## src/hdl/assert_macros.svh

```systemverilog
// ----------------------------------------------------------------------------
// Assertion macros
// Shared concurrent assertion forms, clocked and disabled during reset.
// ----------------------------------------------------------------------------
`ifndef ASSERT_MACROS_SVH
`define ASSERT_MACROS_SVH

// Same-cycle implication.
`define ASSERT_IMPL(label, clk, rst_n, ante, cons, msg) \
    label: assert property (@(posedge clk) disable iff (!(rst_n)) (ante) |-> (cons)) \
        else $error(msg);

// Next-cycle implication.
`define ASSERT_NEXT(label, clk, rst_n, ante, cons, msg) \
    label: assert property (@(posedge clk) disable iff (!(rst_n)) (ante) |=> (cons)) \
        else $error(msg);

`endif

```

## src/hdl/adsr_pkg.sv

```systemverilog
// ----------------------------------------------------------------------------
// ADSR envelope package
// Widths, codes, reset values and shared types of the envelope generator.
// ----------------------------------------------------------------------------
`default_nettype none

package adsr_pkg;

    localparam int TIME_WIDTH = 32;
    localparam int DUR_W      = 24;
    localparam int LEVEL_W    = 16;
    localparam int NUM_W      = DUR_W + LEVEL_W;
    localparam int QUO_W      = LEVEL_W;
    localparam int STEP_W     = $clog2(QUO_W);
    localparam int CMP_W      = (TIME_WIDTH > DUR_W + 1) ? TIME_WIDTH : DUR_W + 1;
    localparam int OP_W       = 2;
    localparam int CFG_IDX_W  = 3;
    localparam int CFG_DATA_W = DUR_W;

    // operation codes
    localparam logic [OP_W-1:0] OP_TICK     = 2'd0;
    localparam logic [OP_W-1:0] OP_NOTE_ON  = 2'd1;
    localparam logic [OP_W-1:0] OP_NOTE_OFF = 2'd2;

    // register indexes
    localparam logic [CFG_IDX_W-1:0] REG_ATTACK  = 3'd0;
    localparam logic [CFG_IDX_W-1:0] REG_DECAY   = 3'd1;
    localparam logic [CFG_IDX_W-1:0] REG_RELEASE = 3'd2;
    localparam logic [CFG_IDX_W-1:0] REG_SUSTAIN = 3'd3;
    localparam logic [CFG_IDX_W-1:0] REG_PEAK    = 3'd4;

    localparam logic [DUR_W-1:0]   RST_ATTACK  = 24'd4800;
    localparam logic [DUR_W-1:0]   RST_DECAY   = 24'd2400;
    localparam logic [DUR_W-1:0]   RST_RELEASE = 24'd9600;
    localparam logic [LEVEL_W-1:0] RST_SUSTAIN = 16'd26214;
    localparam logic [LEVEL_W-1:0] RST_PEAK    = 16'd32768;

    localparam logic [LEVEL_W-1:0] AMP_ONE   = 16'd32768;
    localparam logic [LEVEL_W-1:0] AMP_FLOOR = 16'd3;

    typedef struct packed {
        logic [DUR_W-1:0]   attack;
        logic [DUR_W-1:0]   decay;
        logic [DUR_W-1:0]   release_len;
        logic [LEVEL_W-1:0] sustain;
        logic [LEVEL_W-1:0] peak;
    } t_cfg;

    typedef enum logic [2:0] {
        ST_IDLE,
        ST_DIFF,
        ST_CLASSIFY,
        ST_MULT,
        ST_DIVIDE,
        ST_FINISH
    } t_state;

    typedef struct packed {
        logic load_item;
        logic calc_elapsed;
        logic classify;
        logic multiply;
        logic div_step;
        logic finish;
    } t_cmd;

    typedef struct packed {
        logic out_free;
    } t_status;

endpackage

`default_nettype wire

```

## src/hdl/adsr_if.sv

```systemverilog
// ----------------------------------------------------------------------------
// ADSR channel interfaces
// Valid/ready channels for input items, result items and register writes.
// ----------------------------------------------------------------------------
`default_nettype none

interface adsr_in_if;
    logic                          valid;
    logic                          ready;
    logic [adsr_pkg::OP_W-1:0]       operation;
    logic [adsr_pkg::TIME_WIDTH-1:0] time_now;

    modport source (output valid, output operation, output time_now, input ready);
    modport sink   (input valid, input operation, input time_now, output ready);
endinterface

interface adsr_out_if;
    logic                         valid;
    logic                         ready;
    logic [adsr_pkg::LEVEL_W-1:0] amplitude;

    modport source (output valid, output amplitude, input ready);
    modport sink   (input valid, input amplitude, output ready);
endinterface

interface adsr_cfg_if;
    logic                            valid;
    logic                            ready;
    logic [adsr_pkg::CFG_IDX_W-1:0]  index;
    logic [adsr_pkg::CFG_DATA_W-1:0] data;

    modport source (output valid, output index, output data, input ready);
    modport sink   (input valid, input index, input data, output ready);
endinterface

`default_nettype wire

```

## src/hdl/adsr_cfg.sv

```systemverilog
// ----------------------------------------------------------------------------
// ADSR configuration registers
// Holds the envelope durations and levels, written over the config channel.
// ----------------------------------------------------------------------------
`default_nettype none

module adsr_cfg (
    input  wire logic      i_clk,
    input  wire logic      i_rst_n,
    adsr_cfg_if.sink       i_cfg,
    output adsr_pkg::t_cfg o_cfg
);

    adsr_pkg::t_cfg r_cfg;

    assign i_cfg.ready = 1'b1;
    assign o_cfg       = r_cfg;

    always_ff @(posedge i_clk) begin
        if (!i_rst_n) begin
            r_cfg.attack      <= adsr_pkg::RST_ATTACK;
            r_cfg.decay       <= adsr_pkg::RST_DECAY;
            r_cfg.release_len <= adsr_pkg::RST_RELEASE;
            r_cfg.sustain     <= adsr_pkg::RST_SUSTAIN;
            r_cfg.peak        <= adsr_pkg::RST_PEAK;
        end else if (i_cfg.valid) begin
            unique case (i_cfg.index)
                adsr_pkg::REG_ATTACK:  r_cfg.attack      <= i_cfg.data;
                adsr_pkg::REG_DECAY:   r_cfg.decay       <= i_cfg.data;
                adsr_pkg::REG_RELEASE: r_cfg.release_len <= i_cfg.data;
                adsr_pkg::REG_SUSTAIN: r_cfg.sustain <= i_cfg.data[adsr_pkg::LEVEL_W-1:0];
                adsr_pkg::REG_PEAK:    r_cfg.peak    <= i_cfg.data[adsr_pkg::LEVEL_W-1:0];
                default: ;
            endcase
        end
    end

endmodule

`default_nettype wire

```

## src/hdl/adsr_ctrl.sv

```systemverilog
// ----------------------------------------------------------------------------
// ADSR controller
// Sequences one item through elapsed time, operand select, multiply, divide and finish.
// ----------------------------------------------------------------------------
`default_nettype none

module adsr_ctrl (
    input  wire logic         i_clk,
    input  wire logic         i_rst_n,
    input  wire logic         i_in_valid,
    output logic              o_in_ready,
    input  adsr_pkg::t_status i_status,
    output adsr_pkg::t_cmd    o_cmd
);

    adsr_pkg::t_state r_state, n_state;
    logic [adsr_pkg::STEP_W-1:0] r_step, n_step;
    logic div_last;

    assign div_last = (r_step == adsr_pkg::STEP_W'(adsr_pkg::QUO_W - 1));

    always_ff @(posedge i_clk) begin
        if (!i_rst_n) begin
            r_state <= adsr_pkg::ST_IDLE;
            r_step  <= '0;
        end else begin
            r_state <= n_state;
            r_step  <= n_step;
        end
    end

    // next state
    always_comb begin
        n_state = r_state;
        unique case (r_state)
            adsr_pkg::ST_IDLE:     if (i_in_valid) n_state = adsr_pkg::ST_DIFF;
            adsr_pkg::ST_DIFF:     n_state = adsr_pkg::ST_CLASSIFY;
            adsr_pkg::ST_CLASSIFY: n_state = adsr_pkg::ST_MULT;
            adsr_pkg::ST_MULT:     n_state = adsr_pkg::ST_DIVIDE;
            adsr_pkg::ST_DIVIDE:   if (div_last) n_state = adsr_pkg::ST_FINISH;
            adsr_pkg::ST_FINISH:   if (i_status.out_free) n_state = adsr_pkg::ST_IDLE;
            default:               n_state = adsr_pkg::ST_IDLE;
        endcase
    end

    // outputs
    always_comb begin
        o_cmd      = '0;
        o_in_ready = 1'b0;
        n_step     = r_step;
        unique case (r_state)
            adsr_pkg::ST_IDLE: begin
                o_in_ready      = 1'b1;
                o_cmd.load_item = i_in_valid;
            end
            adsr_pkg::ST_DIFF:     o_cmd.calc_elapsed = 1'b1;
            adsr_pkg::ST_CLASSIFY: o_cmd.classify     = 1'b1;
            adsr_pkg::ST_MULT: begin
                o_cmd.multiply = 1'b1;
                n_step         = '0;
            end
            adsr_pkg::ST_DIVIDE: begin
                o_cmd.div_step = 1'b1;
                n_step         = r_step + adsr_pkg::STEP_W'(1);
            end
            adsr_pkg::ST_FINISH:   o_cmd.finish = i_status.out_free;
            default: ;
        endcase
    end

endmodule

`default_nettype wire

```

## src/hdl/adsr_dpath.sv

```systemverilog
// ----------------------------------------------------------------------------
// ADSR datapath
// Note state, segment select, one multiply, restoring divider, clamp, output.
// ----------------------------------------------------------------------------
`default_nettype none

module adsr_dpath (
    input  wire logic                          i_clk,
    input  wire logic                          i_rst_n,
    input  adsr_pkg::t_cfg                     i_cfg,
    input  adsr_pkg::t_cmd                     i_cmd,
    output adsr_pkg::t_status                  o_status,
    input  wire logic [adsr_pkg::OP_W-1:0]       i_operation,
    input  wire logic [adsr_pkg::TIME_WIDTH-1:0] i_time_now,
    adsr_out_if.source                         o_result
);

    localparam int DW = adsr_pkg::DUR_W;
    localparam int LW = adsr_pkg::LEVEL_W;
    localparam int CW = adsr_pkg::CMP_W;
    localparam int NW = adsr_pkg::NUM_W;
    localparam int QW = adsr_pkg::QUO_W;

    // note state
    logic                          r_held;
    logic [adsr_pkg::TIME_WIDTH-1:0] r_start, r_stop;

    // payload
    logic [adsr_pkg::TIME_WIDTH-1:0] r_now, r_elapsed;
    logic [DW-1:0] r_mul_a, r_addend, r_divisor, r_rem;
    logic [LW-1:0] r_mul_b, r_base, r_out_amp;
    logic [QW-1:0] r_quo;
    logic          r_sub, r_out_valid;

    // segment select
    logic [DW-1:0] a_dur, d_dur, rel_dur;
    logic [CW-1:0] e_ext, a_ext, ad_ext, rl_ext;
    logic [DW-1:0] n_mul_a, n_addend, n_divisor;
    logic [LW-1:0] n_mul_b, n_base;
    logic          n_sub;

    logic [NW-1:0] num;
    logic [DW:0]   rem_shift;
    logic [DW-1:0] rem_diff;
    logic          q_bit;
    logic [LW:0]   amp_sum;
    logic [LW-1:0] amp_clamped;

    always_comb begin
        a_dur   = (i_cfg.attack == '0) ? DW'(1) : i_cfg.attack;
        d_dur   = (i_cfg.decay == '0) ? DW'(1) : i_cfg.decay;
        rel_dur = (i_cfg.release_len == '0) ? DW'(1) : i_cfg.release_len;
        e_ext  = CW'(r_elapsed);
        a_ext  = CW'(a_dur);
        ad_ext = CW'(a_dur) + CW'(d_dur);
        rl_ext = CW'(rel_dur);

        // sustain / silent defaults: zero product, value carried in base
        n_mul_a   = '0;
        n_mul_b   = '0;
        n_addend  = '0;
        n_divisor = a_dur;
        n_base    = '0;
        n_sub     = 1'b0;

        if (r_held) begin
            if (e_ext <= a_ext) begin
                n_mul_a = DW'(e_ext);
                n_mul_b = i_cfg.peak;
            end else if (e_ext <= ad_ext) begin
                n_mul_a   = DW'(e_ext - a_ext);
                n_divisor = d_dur;
                n_base    = i_cfg.peak;
                if (i_cfg.sustain >= i_cfg.peak) begin
                    n_mul_b = i_cfg.sustain - i_cfg.peak;
                end else begin
                    // falling decay rounds the step up so the level floors
                    n_mul_b  = i_cfg.peak - i_cfg.sustain;
                    n_addend = d_dur - DW'(1);
                    n_sub    = 1'b1;
                end
            end else begin
                n_base = i_cfg.sustain;
            end
        end else if (e_ext < rl_ext) begin
            n_mul_a   = DW'(rl_ext - e_ext);
            n_mul_b   = i_cfg.sustain;
            n_divisor = rel_dur;
        end
    end

    assign num = NW'(r_mul_a) * NW'(r_mul_b) + NW'(r_addend);

    // quotient always fits QW bits since the multiplicand never exceeds the divisor
    assign rem_shift = {r_rem, r_quo[QW-1]};
    assign rem_diff  = rem_shift[DW-1:0] - r_divisor;
    assign q_bit     = (rem_shift >= {1'b0, r_divisor});

    always_comb begin
        if (r_sub) begin
            amp_sum = {1'b0, r_base} - {1'b0, r_quo};
        end else begin
            amp_sum = {1'b0, r_base} + {1'b0, r_quo};
        end
        if (amp_sum >= {1'b0, adsr_pkg::AMP_ONE}) begin
            amp_clamped = adsr_pkg::AMP_ONE;
        end else begin
            amp_clamped = amp_sum[LW-1:0];
        end
        if (amp_clamped <= adsr_pkg::AMP_FLOOR) begin
            amp_clamped = '0;
        end
    end

    // note state and output valid
    always_ff @(posedge i_clk) begin
        if (!i_rst_n) begin
            r_held      <= 1'b0;
            r_start     <= '0;
            r_stop      <= '0;
            r_out_valid <= 1'b0;
        end else begin
            if (i_cmd.load_item) begin
                case (i_operation)
                    adsr_pkg::OP_NOTE_ON: begin
                        r_held  <= 1'b1;
                        r_start <= i_time_now;
                    end
                    adsr_pkg::OP_NOTE_OFF: begin
                        r_held <= 1'b0;
                        r_stop <= i_time_now;
                    end
                    default: ;
                endcase
            end
            if (i_cmd.finish) begin
                r_out_valid <= 1'b1;
            end else if (o_result.ready) begin
                r_out_valid <= 1'b0;
            end
        end
    end

    // payload path
    always_ff @(posedge i_clk) begin
        if (i_cmd.load_item) begin
            r_now <= i_time_now;
        end
        if (i_cmd.calc_elapsed) begin
            r_elapsed <= r_now - (r_held ? r_start : r_stop);
        end
        if (i_cmd.classify) begin
            r_mul_a   <= n_mul_a;
            r_mul_b   <= n_mul_b;
            r_addend  <= n_addend;
            r_divisor <= n_divisor;
            r_base    <= n_base;
            r_sub     <= n_sub;
        end
        if (i_cmd.multiply) begin
            r_rem <= num[NW-1:QW];
            r_quo <= num[QW-1:0];
        end else if (i_cmd.div_step) begin
            r_rem <= q_bit ? rem_diff : rem_shift[DW-1:0];
            r_quo <= {r_quo[QW-2:0], q_bit};
        end
        if (i_cmd.finish) begin
            r_out_amp <= amp_clamped;
        end
    end

    assign o_status.out_free = !r_out_valid || o_result.ready;
    assign o_result.valid     = r_out_valid;
    assign o_result.amplitude = r_out_amp;

endmodule

`default_nettype wire

```

## src/hdl/adsr_envelope_generator_top.sv

```systemverilog
// ----------------------------------------------------------------------------
// ADSR envelope generator
// Linear attack/decay/sustain/release envelope, one amplitude per item.
// ----------------------------------------------------------------------------
// Each accepted item (tick, note on, note off with the current sample time)
// yields one amplitude in unsigned Q1.15. The item passes through elapsed
// time, segment select, multiply, the 16-step restoring divider that forms
// the linear ramp, and clamp; a new item is taken only once the last one is
// finished, and finishing waits while the previous result is still unread.
// The result sits in an output register, so the next item is taken while it
// waits. Register writes take effect at once and are meant for idle periods.
`default_nettype none

`include "assert_macros.svh"

module adsr_envelope_generator_top (
    input  wire logic i_clk,
    input  wire logic i_rst_n,
    adsr_in_if.sink   i_item,
    adsr_out_if.source o_result,
    adsr_cfg_if.sink  i_cfg
);

    adsr_pkg::t_cfg    w_cfg;
    adsr_pkg::t_cmd    w_cmd;
    adsr_pkg::t_status w_status;
    logic              w_in_ready;

    assign i_item.ready = w_in_ready;

    adsr_cfg u_cfg (
        .i_clk   (i_clk),
        .i_rst_n (i_rst_n),
        .i_cfg   (i_cfg),
        .o_cfg   (w_cfg)
    );

    adsr_ctrl u_ctrl (
        .i_clk      (i_clk),
        .i_rst_n    (i_rst_n),
        .i_in_valid (i_item.valid),
        .o_in_ready (w_in_ready),
        .i_status   (w_status),
        .o_cmd      (w_cmd)
    );

    adsr_dpath u_dpath (
        .i_clk       (i_clk),
        .i_rst_n     (i_rst_n),
        .i_cfg       (w_cfg),
        .i_cmd       (w_cmd),
        .o_status    (w_status),
        .i_operation (i_item.operation),
        .i_time_now  (i_item.time_now),
        .o_result    (o_result)
    );

    `ASSERT_NEXT(a_busy_after_item, i_clk, i_rst_n, i_item.valid && w_in_ready, !w_in_ready, "block took a second item while busy")
    `ASSERT_IMPL(a_amp_max, i_clk, i_rst_n, o_result.valid, o_result.amplitude <= adsr_pkg::AMP_ONE, "amplitude above full scale")
    `ASSERT_IMPL(a_amp_floor, i_clk, i_rst_n, o_result.valid, (o_result.amplitude == '0) || (o_result.amplitude > adsr_pkg::AMP_FLOOR), "amplitude inside the floor band")
    `ASSERT_NEXT(a_result_after_finish, i_clk, i_rst_n, w_cmd.finish, o_result.valid, "finished item did not reach the output")

endmodule

`default_nettype wire
```

## src/flat_wrapper.sv

```systemverilog
// flat-port wrapper written by rule: the top's interface ports become plain ports
module adsr_envelope_generator_top_flat 
  (i_clk, i_rst_n, i_item_valid, i_item_operation, i_item_time_now, i_item_ready, o_result_valid, o_result_amplitude, o_result_ready, i_cfg_valid, i_cfg_index, i_cfg_data, i_cfg_ready);
  adsr_in_if i_item_i ();
  adsr_out_if o_result_i ();
  adsr_cfg_if i_cfg_i ();
  input  wire logic i_clk;
  input  wire logic i_rst_n;
  input wire logic [$bits(i_item_i.valid)-1:0] i_item_valid;
  input wire logic [$bits(i_item_i.operation)-1:0] i_item_operation;
  input wire logic [$bits(i_item_i.time_now)-1:0] i_item_time_now;
  output wire logic [$bits(i_item_i.ready)-1:0] i_item_ready;
  output wire logic [$bits(o_result_i.valid)-1:0] o_result_valid;
  output wire logic [$bits(o_result_i.amplitude)-1:0] o_result_amplitude;
  input wire logic [$bits(o_result_i.ready)-1:0] o_result_ready;
  input wire logic [$bits(i_cfg_i.valid)-1:0] i_cfg_valid;
  input wire logic [$bits(i_cfg_i.index)-1:0] i_cfg_index;
  input wire logic [$bits(i_cfg_i.data)-1:0] i_cfg_data;
  output wire logic [$bits(i_cfg_i.ready)-1:0] i_cfg_ready;
  assign i_item_i.valid = i_item_valid;
  assign i_item_i.operation = i_item_operation;
  assign i_item_i.time_now = i_item_time_now;
  assign i_item_ready = i_item_i.ready;
  assign o_result_valid = o_result_i.valid;
  assign o_result_amplitude = o_result_i.amplitude;
  assign o_result_i.ready = o_result_ready;
  assign i_cfg_i.valid = i_cfg_valid;
  assign i_cfg_i.index = i_cfg_index;
  assign i_cfg_i.data = i_cfg_data;
  assign i_cfg_ready = i_cfg_i.ready;
  adsr_envelope_generator_top u_core (.i_clk(i_clk), .i_rst_n(i_rst_n), .i_item(i_item_i), .o_result(o_result_i), .i_cfg(i_cfg_i));
endmodule
```

## config.mk

```make
export PLATFORM = sky130hd
export DESIGN_NAME = adsr_envelope_generator_top_flat
export DESIGN_NICKNAME = d
export VERILOG_FILES = /design/src/hdl/adsr_pkg.sv /design/src/hdl/adsr_if.sv /design/src/hdl/adsr_cfg.sv /design/src/hdl/adsr_ctrl.sv /design/src/hdl/adsr_dpath.sv /design/src/hdl/adsr_envelope_generator_top.sv /design/src/flat_wrapper.sv
export VERILOG_INCLUDE_DIRS = /design/src /design/src/hdl
export SDC_FILE = /design/constraint.sdc
export NUM_CORES = 2
export LEC_CHECK = 0
export ABC_AREA = 1
export BUFFER_PORTS_ARGS = -buffer_cell sky130_fd_sc_hd__buf_2
export CORE_MARGIN = 8
export CORE_UTILIZATION = 52
export DETAILED_ROUTE_END_ITERATION = 10
export GPL_ROUTABILITY_DRIVEN = 0
export GPL_TIMING_DRIVEN = 1
export PLACE_DENSITY = 0.67
export SETUP_SLACK_MARGIN = 0.1
export SLEW_MARGIN = 10
export SYNTH_ARGS = -nofsm -noshare
export SYNTH_HDL_FRONTEND = slang
export SYNTH_SLANG_ARGS = --single-unit
```

## constraint.sdc

```tcl
create_clock -name i_clk -period 6.3 [get_ports i_clk]
set_input_delay 0 -clock i_clk [delete_from_list [all_inputs] [get_ports i_clk]]
set_output_delay 0 -clock i_clk [all_outputs]
set_load 0.005 [all_outputs]
```

Word-level counts from Yosys, hierarchy flattened --
Cells that the tools add are included.
Word-level totals: register bits 402, word-level logic and storage cells 123, input bits 66, output and inout bits 19
Cells by class: multipliers 1, eq/ne operators 15, muxes and demuxes 41, reductions and logical operators 23, bitwise operators 2, $add $sub $neg 12, order comparisons 7
Operators by type and width (number):
- $mux 24 | 14
- $mux 16 | 9
- $logic_not 24->1 | 3
- $sub 24x24->24 | 3
- $add 40x24->40 | 1
- $mul 24x16->40 | 1
- $le 32x24->1 | 1
- $le 32x25->1 | 1
- $lt 32x24->1 | 1
- $mux 32 | 1
- $sub 16x16->16 | 2
- $sub 32x32->32 | 1
- $add 24x24->25 | 1
- $ge 25x24->1 | 1
- $sub 24x1->24 const B | 1
- $pmux 3 s6 | 1
- $add 16x16->17 | 1
- $ge 17x16->1 const B | 1
- $mux 17 | 1
- $sub 16x16->17 | 1
- $ge 16x16->1 | 1
- $le 16x2->1 const B | 1
- $reduce_and 2->1 | 8
- $eq 3x2->1 const B | 4
- other kinds (20) | 41

Logic depth before layout (Yosys ltp) --
word-level depth 7, gate-level depth with buffers 30, depth with buffers taken out 29

Hierarchy --
From an unflattened synthesis, not the netlist that was laid out.
Unflattened totals: cell total of the unflattened synthesis 5982, area, all modules 43055.0 µm²
By module, submodules not included:
- adsr_dpath | cells each 5343, seq. area each 8077.7 µm², times used 1, area an instance 38542.0 µm²
- adsr_cfg | cells each 585, seq. area each 2082.0 µm², times used 1, area an instance 4126.5 µm²
- adsr_ctrl | cells each 54, seq. area each 140.1 µm², times used 1, area an instance 386.6 µm²

Worst setup path after synthesis --
OpenSTA, ideal clock, no wires.
path type reg2reg, start point register u_core.u_dpath.r_mul_a[8], end point register u_core.u_dpath.r_rem[7], data pin, slack 0.532 ns, setup time 0.259 ns, arrival time 5.509 ns, data required time 6.041 ns, buffers on the path 2, stages on the path, launching flop included 29, clock period less this slack 5.768 ns, cells stage by stage edfxtp_1 -> clkbuf_1 -> clkbuf_1 -> nand2_1 -> fa_1 -> inv_1 -> fa_1 -> inv_1 -> fa_1 -> inv_1 -> fa_1 -> fa_1 -> inv_1 -> fa_1 -> inv_1 -> ha_1 -> nand2_1 -> inv_1 -> nand2_1 -> nor2_1 -> nand2_1 -> nand3_1 -> nand2_1 -> nand2_1 -> inv_1 -> o21ai_0 -> nand2_1 -> nand3_1 -> nand2_1
On the way: cells in the longest elaborated chain, start to end 3
Ends and longest elaborated chain:
- start, declared | RTL line adsr_dpath.sv:30 | logic [DW-1:0] r_mul_a, r_addend, r_divisor, r_rem;
- start signal, assigned | RTL line adsr_dpath.sv:153 | r_mul_a <= n_mul_a;
- $mul 24x16->40 | RTL line adsr_dpath.sv:92 | assign num = NW'(r_mul_a) * NW'(r_mul_b) + NW'(r_addend);
- $add 40x24->40 | RTL line adsr_dpath.sv:92
- $mux 24 | RTL line adsr_dpath.sv:160 | if (i_cmd.multiply) begin
- end signal, assigned | RTL line adsr_dpath.sv:161 | r_rem <= num[NW-1:QW];
- end signal, assigned | RTL line adsr_dpath.sv:164 | r_rem <= q_bit ? rem_diff : rem_shift[DW-1:0];
- end, declared | RTL line adsr_dpath.sv:30
No other way between the ends. A chain may end at the register's enable or synchronous reset.

Worst setup path in the final report --
start point register u_core.u_dpath.r_mul_b[15], end point register u_core.u_dpath.r_rem[9], data pin
On the way: cells in the longest elaborated chain, start to end 3
Ends and longest elaborated chain:
- start, declared | RTL line adsr_dpath.sv:31 | logic [LW-1:0] r_mul_b, r_base, r_out_amp;
- start signal, assigned | RTL line adsr_dpath.sv:154 | r_mul_b <= n_mul_b;
- $mul 24x16->40 | RTL line adsr_dpath.sv:92
- $add 40x24->40 | RTL line adsr_dpath.sv:92
- $mux 24 | RTL line adsr_dpath.sv:160
No other way between the ends.

==> impl_metrics.env <==
export IMPL_portBuffers=83
export IMPL_tightest_slew_ns=1.155
export IMPL_grt_pass1_vias=37945
export IMPL_seq_area_frac_synth_pct=24.22
export IMPL_gr_usage_all_layers_pct=29.28
export IMPL_synth_flop_cell="edfxtp_1"
export IMPL_critPathRequiredTime_ns=6.64
export IMPL_die_w_um=302.0
export IMPL_rsz0062_at_grt="true"
export IMPL_slew_headroom_pct=22.81
export IMPL_nFillCells=7658
export IMPL_status="completed"
export IMPL_h_tree_depth=2
export IMPL_cp_arrival_ns=6.45
export IMPL_initial_core_util_pct=52.12
export IMPL_synth_top_area_cell="fa_1"
export IMPL_routed_top_layer="met5"
export IMPL_wire_per_inst_um=19.19
export IMPL_synth_nets=6583
export IMPL_postPlaceCellArea_um2=44120
export IMPL_area_delta_synth_final_pct=10.23
export IMPL_clock_path_buffers=3
export IMPL_drive_gt1_share_pct=6.606
export IMPL_tritoncts="yes"
export IMPL_dp_slack_ns=-0.08354
export IMPL_clock_latency_ns=0.61
export IMPL_drc=0
export IMPL_fin_crit_ns=6.106
export IMPL_vias=39022
export IMPL_first_pass_iters=6
export IMPL_die_area_um2=91180
export IMPL_grt_max_degree=71
export IMPL_drt_wl_total_mm=134.5
export IMPL_antenna_found_initial=12
export IMPL_synth_edf_count=225
export IMPL_hold_violations=0
export IMPL_ys_ff_latch=402
export IMPL_clk_transition_reported_paths_ns=0.06
export IMPL_grt_pass1_wl_mm=210.0
export IMPL_synth_cells=5838
export IMPL_cp_max_fo=24
export IMPL_fp_dieH_um=302.0
export IMPL_stdcell_area_um2=46870
export IMPL_avgSynthCellArea_um2=7.284
export IMPL_min_path_type="in -> reg"
export IMPL_wl_met2_mm=60.26
export IMPL_numCtsBuffers=46
export IMPL_dp_hpwl_mm=106.3
export IMPL_yosys_warnings=0
export IMPL_multi_input_area_um2=27070
export IMPL_synth_distinct_cells=55
export IMPL_skew_ns=0.04337
export IMPL_globalRouteOverflowTotal=0
export IMPL_fmax_ghz=0.1638
export IMPL_mappedNetlistArea_um2=42520
export IMPL_cts_root_buf="clkbuf_16"
export IMPL_ys_top_cells_by_area="fa_1, edfxtp_1, nand2_1"
export IMPL_core_area_um2=81580
export IMPL_fin_crit_sh_pct=96.92
export IMPL_drt_met1_wl_mm=55.13
export IMPL_met3_length_mm=11.81
export IMPL_ff_latch_area_um2=10300
export IMPL_start_kind="flop"
export IMPL_rows=105
export IMPL_layout_setup_ws_ns=0.1938
export IMPL_num_io_pins=85
export IMPL_finalMaxSlewViolations=0
export IMPL_finalSetupViolations=0
export IMPL_cts_sinks=402
export IMPL_maxCapViolCount=0
export IMPL_cp_end_kind="flop"
export IMPL_worstSetupPathType="reg -> reg"
export IMPL_drtAntennaViolNets=0
export IMPL_synth_common_cells="nand2_1, inv_1, a21oi_1, ha_1, fa_1"
export IMPL_synth_most_common_cell="nand2_1"
export IMPL_final_nets=6642
export IMPL_yosysTopAreaCellShare_pct=15.91
export IMPL_routed_via_density=5.567
export IMPL_async_reset_ff_share_pct=0
export IMPL_drt_initial_drc_count=3756
worst paths after layout:
path / slack (ns) / cells past startpoint / to / start
max: 0.19 / 18 / u_core.u_dpath.r_rem[9]$_DFFE_PP_ / u_core.u_dpath.r_mul_b[15]$_DFFE_PP_
min: 0.06 / 5 / u_core.u_cfg.o_cfg[39]$_SDFFE_PN1P_ / i_cfg_index[2]
max reg2reg: 0.19 / 18 / u_core.u_dpath.r_rem[9]$_DFFE_PP_ / u_core.u_dpath.r_mul_b[15]$_DFFE_PP_
min reg2reg: 0.45 / 2 / u_core.u_dpath.r_start[7]$_SDFFE_PN0P_ / u_core.u_dpath.r_start[7]$_SDFFE_PN0P_
placed cells by master, fill, tap and decap left out, drive strengths merged, types with 16 or more instances in the layout:
cell type | netlist | routed
inv | 1134 | 1135
a21oi | 468 | 468
ha | 341 | 341
clkbuf | 231 | 64
xnor2 | 68 | 68
nand3 | 286 | 286
nand2 | 1490 | 1490
xor2 | 84 | 84
a21o | 19 | 19
dfxtp | 177 | 177
nand4 | 63 | 63
clkinv | 1 | 16
nand3b | 22 | 22
o21bai | 24 | 24
o21ai | 333 | 333
fa | 338 | 338
o211ai | 54 | 54
or2 | 17 | 17
buf | 37 | 210
nor2 | 307 | 307
edfxtp | 225 | 225
nor3 | 48 | 48
dlygate4sd3 | 0 | 69
worst max-delay path, stage by stage, from the launching register on:
cell and delay [ns]:
edfxtp_1 0.41, buf_12 0.18, nand2_1 0.09, inv_1 0.06
fa_1 0.52, fa_1 0.57, fa_1 0.55, fa_1 0.55
fa_1 0.55, inv_1 0.06, fa_1 0.53, inv_1 0.04
ha_1 0.37, a21oi_1 0.22, o21ai_0 0.16, a21oi_1 0.32
o211ai_1 0.17, o21ai_0 0.35, nand2_1 0.10
timing repair:
| item | 4_1_cts | 5_1_grt |
|---|---|---|
| pin swaps | 0 | 8 |
| endpoints found under the setup margin | 7 | 25 |
| hold buffers | 69 | 0 |
| setup buffers | 10 | 21 |
| endpoints found under the hold margin | 210 | 0 |
| resized for setup | 1 | 53 |
registers in the layout, summed over array words and instances (netlist names):
register	count
u_core.u_dpath.r_mul_a	24
u_core.u_dpath.r_base	16
u_core.u_dpath.o_result.valid	1
u_core.u_dpath.r_now	32
u_core.u_dpath.r_divisor	24
u_core.u_ctrl.r_step	4
u_core.u_ctrl.r_state	3
u_core.u_dpath.r_start	32
u_core.u_cfg.o_cfg	104
u_core.u_dpath.r_held	1
u_core.u_dpath.r_mul_b	16
u_core.u_dpath.r_sub	1
u_core.u_dpath.r_rem	24
u_core.u_dpath.e_ext	32
u_core.u_dpath.r_stop	32
u_core.u_dpath.r_quo	16
u_core.u_dpath.r_addend	24
u_core.u_dpath.o_result.amplitude	16
cells by family after synthesis:
logic type / after synthesis / synth area share (%)
AOI/OAI and AO/OA: 946 / 12.08
xor gates and xnor gates: 152 / 3.131
adders and majority gates: 679 / 25.95
buffers and inverters: 1403 / 12.63
DFF: 402 / 24.22
other: 1 / 0.008819
and+or+nand+nor: 2255 / 21.98
per-layer routing:
metal  vias up  global-route usage (%)
met2      1765                   46.96
met5         -                       0
met3       355                   4.242
li1      18473                       -
met4         8                   14.59
met1     18421                   38.65
area by class of cell:
cell class	count	share of cell area [%]
antenna	6	0.03203
clock buffer	64	2.912
clock inverter	21	0.4324
inverter	1135	9.094
multi-input combinational	4033	57.74
sequential	402	21.98
tap	1070	2.856
timing repair buffer	279	4.949
stage by stage:
step                hold slack [ns]  instances  TNS [ns]  util, %
finish                      0.06110       7010         0    57.45
global route                 0.1153       7004         0    57.44
CTS                         0.02214       6983         0    56.98
detailed placement           0.2056       6819  -0.09435    54.08
global placement             0.2044       6819  -0.05377    54.08
floorplan                   0.09887       5838         0        -
Power is left out: the tool's default activity adds up to more than one toggle a clock period on the data nets, which glitch-free logic cannot reach.
